`config.mk`:
```
export PLATFORM = sky130hd
export DESIGN_NAME = dusk_dawn_clock_drift_tracker
export DESIGN_NICKNAME = d
export VERILOG_FILES = /design/src/sv/dddt_pkg.sv /design/src/sv/dusk_dawn_clock_drift_tracker.sv /design/src/sv/dddt_time_conv.sv /design/src/sv/dddt_dawn_calc.sv
export SDC_FILE = /design/constraint.sdc
export NUM_CORES = 1
export LEC_CHECK = 0
export ABC_AREA = 1
export BUFFER_PORTS_ARGS = -buffer_cell sky130_fd_sc_hd__buf_2
export CORE_MARGIN = 3
export CORE_UTILIZATION = 45
export CTS_CLUSTER_DIAMETER = 150
export DETAILED_ROUTE_END_ITERATION = 16
export MAX_ROUTING_LAYER = met4
export SLEW_MARGIN = 40
export SYNTH_ARGS = -nofsm -noshare
export SYNTH_HDL_FRONTEND = slang
export SYNTH_SLANG_ARGS = --single-unit
export TNS_END_PERCENT = 1
```
`constraint.sdc`:
```
create_clock -name clock -period 9.9 [get_ports clock]
set_input_delay 0.99 -clock clock [delete_from_list [all_inputs] [get_ports clock]]
set_output_delay 0.99 -clock clock [all_outputs]
set_load 0.05 [all_outputs]
```
`src/sv/dddt_pkg.sv`:
```
// ---------------------------------------------------------------------------
// dddt_pkg: shared types and constants for the dusk/dawn clock drift tracker
// Field widths, register indexes, reset values and the light phase type.
// ---------------------------------------------------------------------------
`default_nettype none

package dddt_pkg;

   localparam int DEF_LIGHT_BITS = 10;
   localparam int THRESH_BITS    = 10;
   localparam int HOUR_BITS      = 5;
   localparam int MINUTE_BITS    = 6;
   localparam int MOD_BITS       = 11;   // minute of day, 0..1439
   localparam int CORR_BITS      = 11;
   localparam int DB_BITS        = 6;
   localparam int CSR_IDX_BITS   = 3;
   localparam int CSR_DATA_BITS  = 10;

   localparam int MIN_PER_DAY    = 1440;
   localparam int MIN_PER_HOUR   = 60;
   localparam int HALF_DAY       = 720;

   localparam logic [CSR_IDX_BITS-1:0] CSR_DUSK_THRESHOLD   = 3'd0;
   localparam logic [CSR_IDX_BITS-1:0] CSR_DAWN_THRESHOLD   = 3'd1;
   localparam logic [CSR_IDX_BITS-1:0] CSR_SUMMER_MIN_HOURS = 3'd2;
   localparam logic [CSR_IDX_BITS-1:0] CSR_WINTER_MAX_HOURS = 3'd3;
   localparam logic [CSR_IDX_BITS-1:0] CSR_SUMMER_MIDNIGHT  = 3'd4;
   localparam logic [CSR_IDX_BITS-1:0] CSR_WINTER_MIDNIGHT  = 3'd5;
   localparam logic [CSR_IDX_BITS-1:0] CSR_DEADBAND         = 3'd6;

   localparam logic [THRESH_BITS-1:0] RST_DUSK_THRESHOLD   = 10'd300;
   localparam logic [THRESH_BITS-1:0] RST_DAWN_THRESHOLD   = 10'd400;
   localparam logic [HOUR_BITS-1:0]   RST_SUMMER_MIN_HOURS = 5'd14;
   localparam logic [HOUR_BITS-1:0]   RST_WINTER_MAX_HOURS = 5'd10;
   localparam logic [HOUR_BITS-1:0]   RST_SUMMER_MIDNIGHT  = 5'd1;
   localparam logic [HOUR_BITS-1:0]   RST_WINTER_MIDNIGHT  = 5'd0;
   localparam logic [DB_BITS-1:0]     RST_DEADBAND         = 6'd2;

   typedef enum logic [1:0] {
      PHASE_UNKNOWN = 2'd0,
      PHASE_DAY     = 2'd1,
      PHASE_NIGHT   = 2'd2
   } phase_type;

   typedef struct packed {
      logic [THRESH_BITS-1:0] dusk_threshold;
      logic [THRESH_BITS-1:0] dawn_threshold;
      logic [HOUR_BITS-1:0]   summer_min_hours;
      logic [HOUR_BITS-1:0]   winter_max_hours;
      logic [HOUR_BITS-1:0]   summer_midnight_hour;
      logic [HOUR_BITS-1:0]   winter_midnight_hour;
      logic [DB_BITS-1:0]     correction_deadband;
   } cfg_type;

   // v * 60 as (v << 6) - (v << 2); 63 * 60 still fits 12 bits
   function automatic logic [11:0] times60(input logic [5:0] v);
      logic [11:0] w;
      w = 12'(v);
      return (w << 6) - (w << 2);
   endfunction

endpackage

`default_nettype wire

```
`src/sv/dusk_dawn_clock_drift_tracker.sv`:
```
// Each accepted item passes through the input register, then the result register.
// Throughput: one item per cycle unless stalled; an input register and a result
// register separate the channels, so a new item is taken while a result waits.
// Reset (synchronous): clears the light phase, dusk record and dawn history,
// sets the target hour and all registers to their defaults, empties both stages.
// ---------------------------------------------------------------------------
// dusk_dawn_clock_drift_tracker: light hysteresis and dawn drift correction
// Tracks day/night from light samples, corrects clock drift at dawn after a dusk.
// ---------------------------------------------------------------------------
`default_nettype none

module dusk_dawn_clock_drift_tracker
   import dddt_pkg::*;
#(
   parameter int LIGHT_BITS = DEF_LIGHT_BITS
) (
   input  wire logic                     clock,
   input  wire logic                     reset,
   input  wire logic                     req_valid,
   output logic                          req_stall,
   input  wire logic [LIGHT_BITS-1:0]    req_light_level,
   input  wire logic [HOUR_BITS-1:0]     req_hour_of_day,
   input  wire logic [MINUTE_BITS-1:0]   req_minute_of_hour,
   output logic                          rsp_valid,
   input  wire logic                     rsp_stall,
   output logic signed [CORR_BITS-1:0]   rsp_drift_correction,
   output logic                          rsp_dark,
   input  wire logic                     csr_write,
   input  wire logic [CSR_IDX_BITS-1:0]  csr_index,
   input  wire logic [CSR_DATA_BITS-1:0] csr_data
);

   localparam int CMP_BITS = (LIGHT_BITS > THRESH_BITS) ? LIGHT_BITS : THRESH_BITS;

   cfg_type cfg_ff;

   // input stage
   logic                  s1_valid_ff;
   logic [LIGHT_BITS-1:0] s1_light_ff;
   logic [MOD_BITS-1:0]   s1_now_ff;
   logic [MOD_BITS-1:0]   now_in;

   // tracker state
   phase_type             phase_ff, phase_in;
   logic [MOD_BITS-1:0]   dusk_minute_ff, dusk_minute_in;
   logic                  dusk_seen_ff, dusk_seen_in;
   logic                  cycle_done_ff, cycle_done_in;
   logic [HOUR_BITS-1:0]  target_hour_ff, target_hour_in;

   // result stage
   logic                  rsp_valid_ff;
   logic signed [CORR_BITS-1:0] corr_ff, corr_in;
   logic                  dark_ff, dark_in;

   logic                  advance;
   logic                  fire;
   logic                  load;
   logic                  below_dusk;
   logic                  above_dawn;
   logic [HOUR_BITS-1:0]  calc_target;
   logic signed [CORR_BITS-1:0] calc_corr;

   assign advance   = !rsp_valid_ff || !rsp_stall;
   assign fire      = s1_valid_ff && advance;
   assign req_stall = s1_valid_ff && !advance;
   assign load      = req_valid && !req_stall;

   assign rsp_valid            = rsp_valid_ff;
   assign rsp_drift_correction = corr_ff;
   assign rsp_dark             = dark_ff;

   dddt_time_conv u_time_conv (
      .hour   (req_hour_of_day),
      .minute (req_minute_of_hour),
      .now    (now_in)
   );

   dddt_dawn_calc u_dawn_calc (
      .now         (s1_now_ff),
      .dusk_minute (dusk_minute_ff),
      .target_hour (target_hour_ff),
      .cycle_done  (cycle_done_ff),
      .cfg         (cfg_ff),
      .target_next (calc_target),
      .correction  (calc_corr)
   );

   // configuration registers
   always_ff @(posedge clock) begin
      if (reset) begin
         cfg_ff.dusk_threshold       <= RST_DUSK_THRESHOLD;
         cfg_ff.dawn_threshold       <= RST_DAWN_THRESHOLD;
         cfg_ff.summer_min_hours     <= RST_SUMMER_MIN_HOURS;
         cfg_ff.winter_max_hours     <= RST_WINTER_MAX_HOURS;
         cfg_ff.summer_midnight_hour <= RST_SUMMER_MIDNIGHT;
         cfg_ff.winter_midnight_hour <= RST_WINTER_MIDNIGHT;
         cfg_ff.correction_deadband  <= RST_DEADBAND;
      end else if (csr_write) begin
         case (csr_index)
            CSR_DUSK_THRESHOLD:   cfg_ff.dusk_threshold <= csr_data[THRESH_BITS-1:0];
            CSR_DAWN_THRESHOLD:   cfg_ff.dawn_threshold <= csr_data[THRESH_BITS-1:0];
            CSR_SUMMER_MIN_HOURS: cfg_ff.summer_min_hours <= csr_data[HOUR_BITS-1:0];
            CSR_WINTER_MAX_HOURS: cfg_ff.winter_max_hours <= csr_data[HOUR_BITS-1:0];
            CSR_SUMMER_MIDNIGHT:  cfg_ff.summer_midnight_hour <= csr_data[HOUR_BITS-1:0];
            CSR_WINTER_MIDNIGHT:  cfg_ff.winter_midnight_hour <= csr_data[HOUR_BITS-1:0];
            CSR_DEADBAND:         cfg_ff.correction_deadband <= csr_data[DB_BITS-1:0];
            default: begin
            end
         endcase
      end
   end

   // input register
   always_ff @(posedge clock) begin
      if (reset) begin
         s1_valid_ff <= 1'b0;
      end else if (load) begin
         s1_valid_ff <= 1'b1;
      end else if (fire) begin
         s1_valid_ff <= 1'b0;
      end
   end

   always_ff @(posedge clock) begin
      if (load) begin
         s1_light_ff <= req_light_level;
         s1_now_ff   <= now_in;
      end
   end

   // tracker state and result register
   always_ff @(posedge clock) begin
      if (reset) begin
         phase_ff       <= PHASE_UNKNOWN;
         dusk_minute_ff <= '0;
         dusk_seen_ff   <= 1'b0;
         cycle_done_ff  <= 1'b0;
         target_hour_ff <= RST_WINTER_MIDNIGHT;
         rsp_valid_ff   <= 1'b0;
      end else if (advance) begin
         phase_ff       <= phase_in;
         dusk_minute_ff <= dusk_minute_in;
         dusk_seen_ff   <= dusk_seen_in;
         cycle_done_ff  <= cycle_done_in;
         target_hour_ff <= target_hour_in;
         rsp_valid_ff   <= s1_valid_ff;
      end
   end

   always_ff @(posedge clock) begin
      if (fire) begin
         corr_ff <= corr_in;
         dark_ff <= dark_in;
      end
   end

   always_comb begin
      below_dusk     = CMP_BITS'(s1_light_ff) < CMP_BITS'(cfg_ff.dusk_threshold);
      above_dawn     = CMP_BITS'(s1_light_ff) > CMP_BITS'(cfg_ff.dawn_threshold);
      phase_in       = phase_ff;
      dusk_minute_in = dusk_minute_ff;
      dusk_seen_in   = dusk_seen_ff;
      cycle_done_in  = cycle_done_ff;
      target_hour_in = target_hour_ff;
      corr_in        = '0;
      if (s1_valid_ff) begin
         case (phase_ff)
            PHASE_DAY: begin
               if (below_dusk) begin
                  phase_in       = PHASE_NIGHT;
                  dusk_minute_in = s1_now_ff;
                  dusk_seen_in   = 1'b1;
               end
            end
            PHASE_NIGHT: begin
               if (above_dawn) begin
                  phase_in = PHASE_DAY;
                  if (dusk_seen_ff) begin
                     target_hour_in = calc_target;
                     cycle_done_in  = 1'b1;
                     corr_in        = calc_corr;
                  end
               end
            end
            default: begin
               if (below_dusk) begin
                  phase_in = PHASE_NIGHT;
               end else if (above_dawn) begin
                  phase_in = PHASE_DAY;
               end
            end
         endcase
      end
      // dark is high exactly when the next phase is night, and low while unknown
      dark_in = (phase_in == PHASE_NIGHT);
   end

endmodule

`default_nettype wire

```
`src/sv/dddt_time_conv.sv`:
```
// ---------------------------------------------------------------------------
// dddt_time_conv: clock hour and minute to minute of day
// Out-of-range times wrap by one day at most.
// ---------------------------------------------------------------------------
`default_nettype none

module dddt_time_conv
   import dddt_pkg::*;
(
   input  wire logic [HOUR_BITS-1:0]   hour,
   input  wire logic [MINUTE_BITS-1:0] minute,
   output logic      [MOD_BITS-1:0]    now
);

   logic [11:0] raw;

   always_comb begin
      raw = times60(6'(hour)) + 12'(minute);
      if (raw >= 12'(MIN_PER_DAY)) begin
         raw = raw - 12'(MIN_PER_DAY);
      end
      now = raw[MOD_BITS-1:0];
   end

endmodule

`default_nettype wire

```
`src/sv/dddt_dawn_calc.sv`:
```
// ---------------------------------------------------------------------------
// dddt_dawn_calc: night length, season target and midnight error at dawn
// Pure combinational; the caller decides when its results are taken.
// ---------------------------------------------------------------------------
`default_nettype none

module dddt_dawn_calc
   import dddt_pkg::*;
(
   input  wire logic [MOD_BITS-1:0]  now,
   input  wire logic [MOD_BITS-1:0]  dusk_minute,
   input  wire logic [HOUR_BITS-1:0] target_hour,
   input  wire logic                 cycle_done,
   input  wire cfg_type              cfg,
   output logic      [HOUR_BITS-1:0] target_next,
   output logic signed [CORR_BITS-1:0] correction
);

   logic [11:0]        night_wide;
   logic [MOD_BITS-1:0] night;
   logic [11:0]        day_len;
   logic [11:0]        summer_lim;
   logic [11:0]        winter_lim;
   logic [11:0]        mid_sum;
   logic [11:0]        target_min;
   logic signed [11:0] diff;
   logic signed [11:0] err;
   logic signed [11:0] db;
   logic signed [11:0] neg;

   always_comb begin
      if (now >= dusk_minute) begin
         night_wide = 12'(now) - 12'(dusk_minute);
      end else begin
         night_wide = 12'(now) + 12'(MIN_PER_DAY) - 12'(dusk_minute);
      end
      night   = night_wide[MOD_BITS-1:0];
      day_len = 12'(MIN_PER_DAY) - 12'(night);

      // hours > S  <=>  minutes >= (S+1)*60 ; hours < W  <=>  minutes < W*60
      summer_lim = times60(6'(cfg.summer_min_hours) + 6'd1);
      winter_lim = times60(6'(cfg.winter_max_hours));
      if (day_len >= summer_lim) begin
         target_next = cfg.summer_midnight_hour;
      end else if (day_len < winter_lim) begin
         target_next = cfg.winter_midnight_hour;
      end else begin
         target_next = target_hour;
      end

      mid_sum = 12'(dusk_minute) + 12'(night[MOD_BITS-1:1]);
      if (mid_sum >= 12'(MIN_PER_DAY)) begin
         mid_sum = mid_sum - 12'(MIN_PER_DAY);
      end

      target_min = times60(6'(target_next));
      diff = $signed(mid_sum) - $signed(target_min);
      if (diff > 12'sd720) begin
         err = diff - 12'sd1440;
      end else if (diff < -12'sd720) begin
         err = diff + 12'sd1440;
      end else begin
         err = diff;
      end

      db  = $signed(12'(cfg.correction_deadband));
      neg = -err;
      if (!cycle_done || err > db || err < -db) begin
         correction = neg[CORR_BITS-1:0];
      end else begin
         correction = '0;
      end
   end

endmodule

`default_nettype wire

```
== Word level (Yosys, flattened, before mapping) ==
Cells that the tools add are included.

* Register bits after elaboration: 101
* Output and inout bits: 14
* Input bits: 39
* Word-level logic and storage cells: 93

* $lt $le $gt $ge: 11
* Reduce and logical (&&, ||, !) cells: 23
* Multiplexer cells: 14
* Equality and inequality tests: 9
* Add/sub/neg operators: 18

{| class="wikitable"
|+ Operators with widths
! cell !! count
|-
| two-way mux 12 bit || 3
|-
| subtractor 11 x 7 -> 12 bit || 3
|-
| greater-or-equal comparator 12 x 11 -> 1 bit, second input constant || 2
|-
| less-than comparator 12 bit || 2
|-
| two-way mux 11 bit || 2
|-
| subtractor 11 bit || 2
|-
| AND reduction 2 bit || 7
|-
| adder 11 x 10 -> 12 bit || 1
|-
| adder 12 bit, second input constant || 1
|-
| adder 12 x 6 -> 12 bit || 1
|-
| greater-or-equal comparator 12 bit || 1
|-
| greater-than comparator 12 x 11 -> 1 bit, second input constant || 1
|-
| greater-than comparator 12 x 7 -> 1 bit || 1
|-
| less-than comparator 12 x 11 -> 1 bit, second input constant || 1
|-
| negation 6 -> 12 bit || 1
|-
| subtractor 11 x 11 -> 12 bit, first input constant || 1
|-
| subtractor 12 x 11 -> 12 bit, second input constant || 1
|-
| subtractor 12 bit || 1
|-
| subtractor 12 bit, second input constant || 1
|-
| subtractor 12 x 8 -> 12 bit || 1
|-
| adder 11 bit, second input constant || 1
|-
| greater-or-equal comparator 11 bit || 1
|-
| negation 11 bit || 1
|-
| subtractor 11 bit, second input constant || 1
|-
| 19 further kinds || 37
|}

== Depth between registers and ports, before layout ==
* Depth in word-level cells: 16
* Gate-level depth with buffers: 66
* Gate-level depth less buffers: 64

== By module ==
A second synthesis with hierarchy kept.

* Cells, all modules: 1412
* Area total of the unflattened synthesis: 9678.0 um^2

{| class="wikitable"
|+ Modules (own cells, without submodules)
! module !! cells each !! sequential area each (um^2) !! instances !! area an instance (um^2)
|-
| dddt_dawn_calc || 830 || 0.0 || 1 || 4942.2
|-
| dusk_dawn_clock_drift_tracker || 472 || 2352.3 || 1 || 4145.2
|-
| dddt_time_conv || 110 || 0.0 || 1 || 590.6
|}

== Least setup slack after synthesis ==
OpenSTA, ideal clock, no wires.

* Kind: reg2reg
* Start point: reg dusk_minute_ff[3]
* End point: reg corr_ff[5] (netlist: rsp_drift_correction[5]), data pin
* Arrival time: 8327 ps
* Path slack: 1317 ps
* Data required time: 9644 ps
* Buffers on the path: 2
* Cell stages (with the launch flop): 64
* Cells stage by stage: dfxtp_1 > inv_1 > ha_1 > inv_1 > fa_1 > inv_1 > nand3_1 > nand2_1 > nand2_1 > nand4_4 > clkbuf_1 > inv_1 > or2_2 > o21ai_0 > inv_1 > nor3_1 > nor2_1 > nor2_1 > [... 28 more ...] > nand2_2 > nand2_1 > nand2_1 > nand2_1 > inv_1 > ha_1 > a21oi_1 > nor2_1 > o21a_1 > o21a_1 > o21ai_0 > nand2_1 > nand2_1 > a221oi_1 > nand2_1 > nand2_2 > buf_6 > nor2_2

* Word-level cells in the longest chain between the ends: 15
* Elaborated cells on any way between the ends: 27

{| class="wikitable"
|+ Ends and longest elaborated chain
! element !! RTL line !! RTL
|-
| from (decl) || dusk_dawn_clock_drift_tracker.sv:45 || <nowiki>logic [MOD_BITS-1:0] dusk_minute_ff, dusk_minute_in;</nowiki>
|-
| from (signal assigned) || dusk_dawn_clock_drift_tracker.sv:142 || <nowiki>dusk_minute_ff <= dusk_minute_in;</nowiki>
|-
| subtractor 11 bit, or another cell as far along || dddt_dawn_calc.sv:35 || <nowiki>night_wide = 12'(now) + 12'(MIN_PER_DAY) - 12'(dusk_minute);</nowiki>
|-
| two-way mux 11 bit || dddt_dawn_calc.sv:32 || <nowiki>if (now >= dusk_minute) begin</nowiki>
|-
| subtractor 11 x 11 -> 12 bit || dddt_dawn_calc.sv:38 || <nowiki>day_len = 12'(MIN_PER_DAY) - 12'(night);</nowiki>
|-
| less-than comparator 12 bit || dddt_dawn_calc.sv:45 || <nowiki>end else if (day_len < winter_lim) begin</nowiki>
|-
| two-way mux 5 bit || dddt_dawn_calc.sv:45 ||
|-
| two-way mux 5 bit || dddt_dawn_calc.sv:43 || <nowiki>if (day_len >= summer_lim) begin</nowiki>
|-
| subtractor 11 x 7 -> 12 bit || dddt_pkg.sv:59 || <nowiki>return (w << 6) - (w << 2);</nowiki>
|-
| subtractor 12 bit * || dddt_dawn_calc.sv:57 || <nowiki>diff = $signed(mid_sum) - $signed(target_min);</nowiki>
|-
| adder 12 bit / less-than comparator 12 x 11 -> 1 bit (equally long branches) || dddt_dawn_calc.sv:61, dddt_dawn_calc.sv:60 ||
|-
| two-way mux 12 bit || dddt_dawn_calc.sv:60 || <nowiki>end else if (diff < -12'sd720) begin</nowiki>
|-
| two-way mux 12 bit * || dddt_dawn_calc.sv:58 || <nowiki>if (diff > 12'sd720) begin</nowiki>
|-
| greater-than comparator 12 x 7 -> 1 bit || dddt_dawn_calc.sv:68 || <nowiki>if (!cycle_done || err > db || err < -db) begin</nowiki>
|-
| logical OR 1 bit (2 in series) || dddt_dawn_calc.sv:68 ||
|-
| AND reduction 5 bit (no line) || -- ||
|-
| to (signal assigned) || dusk_dawn_clock_drift_tracker.sv:152 || <nowiki>corr_ff <= corr_in;</nowiki>
|-
| to (decl) || dusk_dawn_clock_drift_tracker.sv:52 || <nowiki>logic signed [CORR_BITS-1:0] corr_ff, corr_in;</nowiki>
|}

Every way passes the cells marked *; elsewhere a longest branch is shown, timed or not.
A chain may end at the register's enable or synchronous reset.

== Final worst setup path ==
* Start point: reg dusk_minute_ff[3]
* End point: reg corr_ff[9] (netlist: rsp_drift_correction[9]), data pin

The elaborated chain is that of the path after synthesis.

==> results by group <==
Timing
  – Fin. max-slew vios: 0
  – Tightest Pin Transition: around 730 ps
  – Setup violators final: 0
  – Slew headroom: 50.73%
  – Clock skew: 15.44 ps
  – Fin crit share: 91.03%
  – Fmax: 0.1110 GHz
  – Fin. Hold Viols: 0
  – Fin crit period: 9012 ps

Yosys
  – Mean post-synth cell area: about 7.4 sq um
  – Post-synth top area cell: ha_1
  – Synthesis Warnings: 0
  – Top cells by area, synth: ha_1, dfxtp_1, edfxtp_1
  – Prevailing post-synth register cell: dfxtp_1
  – Fraction of registers with async set/reset: 0%
  – Cell variety after synth: 53
  – Post-synthesis sequential area ratio: 26.02%
  – Leading cell types by count after synthesis: inv_1, nand2_1, ha_1
  – Count leader, synth: inv_1
  – Syn Std Cell Area: 9041 sq um
  – EDFF count, synth: 33
  – Post-Syn Instances: around 1200
  – Seq cells post-synth: between 100 and 150
  – Syn Nets: 1402
  – Synth top area share: between 10% and 20%

Clocking
  – Sink Count: 101
  – CTS Root Buffer Type: clkbuf_16
  – Latest clock arrival within the worst-skew pair: 370 ps
  – CTS buffer count: 9
  – TritonCTS clock tree: built
  – H-Tree Depth: 3
  – Post-CTS Hold Buffers: 0
  – Clock transition at path regs: ~80 ps
  – Longest Clk Path Bufs: 2

Die
  – Die Y: 147.7 microns
  – Core area: 19590 sq um
  – Die width: 147.7 microns
  – Die area: between 20000 and 25000 sq um
  – Number of placement rows: 51
  – I/O pin count: 53
  – Initial core utilization: between 40% and 50%

Setup path
  – Flop-to-flop setup slack: 890 ps
  – FF-to-FF Start: dusk_minute_ff[3]
  – Startpoint types: flip-flop
  – R2R depth: between 60 and 70
  – Slowest stage cell, crit path: fa_1
  – Critical Path End Type: flip-flop
  – CP Max Fanout: 12
  – CP required: 10020 ps
  – Critical path's most frequent cell: nand2_1
  – Worst EP arrival: 9130 ps
  – Critical path's largest stage delay: 380 ps
  – Capturing point of the worst reg2reg path: rsp_drift_correction[9]
  – Critical path class: flip-flop to flip-flop

Global route
  – Total Routing Usage GR: 20.20%
  – Overflow after GRT: 0
  – Vias in the first global route: 7377
  – Initial antenna violation count: 0
  – Largest net degree at the start of global routing: 34
  – First-pass GRT wire length: ~35 mm

Finish
  – Synth-to-layout area growth: 10.28%
  – Final net count: ~1500
  – Final instance area: 9971 sq um
  – Layout cell share with drive strength beyond 1: about 12%
  – Fill cells: 1973
  – N_diodes: 0

Run
  – Max-cap violations: 0

Placement
  – IO buf count: 52
  – Final weighted congestion in routability-driven placement: 0.9078
  – DP HPWL: 16.48 mm
  – Placed Instance Area: 9595 sq um

Route
  – Antenna viol nets, final: 0
  – Drt total wl: approximately 20 mm
  – Wire per inst: between 10 and 15 microns
  – Vias per Instance: 4.905
  – DR vias: approximately 7600
  – First-pass detailed-route iteration total: 5
  – DR iter-0 viols: 334
  – DR DRC count: 0

Min path
  – WHS Endpoint: cfg_ff[42]
  – Hold Crit Class: flip-flop to flip-flop
  – Hold Path Depth: 2
  – Worst hold start: cfg_ff[42]

Outcome
  – Outcome: complete, no violations
[final cells by class]
class,instances,area (sq um),area share (%)
multi-input cells,882,5807,58.24
flip-flops and latches,101,2352,23.59
inverters,231,868.3,8.709
well taps,265,331.6,3.325
repair buffers,60,320.3,3.212
clock buffers,9,225.2,2.259
clock inverters,7,66.31,0.6651
[placed cells by master (no fill, tap or decap), drive strengths merged, types with 14 or more instances in the layout]
| cell | netlist | routed |
|---|---|---|
| inv | 228 | 231 |
| nand2 | 227 | 227 |
| ha | 128 | 128 |
| nor2 | 122 | 122 |
| a21oi | 96 | 96 |
| o21ai | 86 | 86 |
| dfxtp | 68 | 68 |
| buf | 3 | 60 |
| nand3 | 56 | 56 |
| xor2 | 48 | 48 |
| edfxtp | 33 | 33 |
| xnor2 | 18 | 18 |
| o211ai | 15 | 15 |
| nor3 | 14 | 14 |
[what timing repair did]
item / in CTS / in global routing
setup endpoints to repair: 0 / 11
resized for setup: 0 / 13
setup buffers: 0 / 5
[metrics by stage]
step           setup TNS, ps  cells  hold WS [ps]  util, %  setup slack (ps)
6_report                   0   1555         463.9    50.90             888.1
5_1_grt               -58.84   1555         485.5    50.90            -20.21
4_1_cts                    0   1550         465.2    50.47             457.6
3_5_place_dp               0   1534         452.3    48.98             508.1
3_3_place_gp               0   1534         446.7    48.95             712.8
2_1_floorplan              0   1229         423.6        -              1317
[state kept, by name (all words and copies together) (netlist names)]
register	cells
cfg_ff	46
rsp_drift_correction	11
rsp_dark	1
rsp_valid	1
dusk_seen_ff	1
s1_now_ff	11
target_hour_ff	5
cycle_done_ff	1
dusk_minute_ff	11
s1_light_ff	10
phase_ff	2
s1_valid_ff	1
[how the worst max path moves through the flow]
stage	from	endpoint	cells past startpoint
after detailed placement	dusk_minute_ff[3]	rsp_drift_correction[9]	62
final	dusk_minute_ff[3]	rsp_drift_correction[9]	62
after floorplan	dusk_minute_ff[3]	rsp_drift_correction[5]	63
after global placement	dusk_minute_ff[3]	rsp_drift_correction[9]	63
after CTS	dusk_minute_ff[3]	rsp_drift_correction[9]	62
after global routing	dusk_minute_ff[3]	rsp_drift_correction[9]	63
[worst max-delay path, delay by kind of cell (launching register included)]
family                   cells  cell delay, ps
XOR/XNOR                     3             520
AND/OR/NAND/NOR             29            3420
AO/OA/AOI/OAI               13            1770
adder cells (fa/ha/maj)      6            1740
buffers and inverters       11             980
flip-flops                   1             320
[per-layer routing]
metal / vias up / global-route usage, % / routed length [microns] / part of all wire, %
met4: 0 / 4.800 / 257 / 1.3
met1: 3387 / 28.39 / 10310 / 51
met3: 16 / 2.759 / 740 / 3.7
met5: - / - / 0 / 0
met2: 110 / 31.06 / 8883 / 44
li1: 4114 / - / - / -
[kinds of logic (layout without fill, tap and decap cells)]
kind of cell,count (synthesis),count (layout),synth area share [%]
compound gates,238,238,15.08
buf+inv,246,307,10.39
mux,1,1,0.1107
fa+ha+maj,134,134,19.04
flops,101,101,26.02
simple gates,443,443,22.79
xor+xnor,66,66,6.560
Power is not shown: default switching activity piles up to over one toggle a cycle in this logic, so the estimate is an artifact.
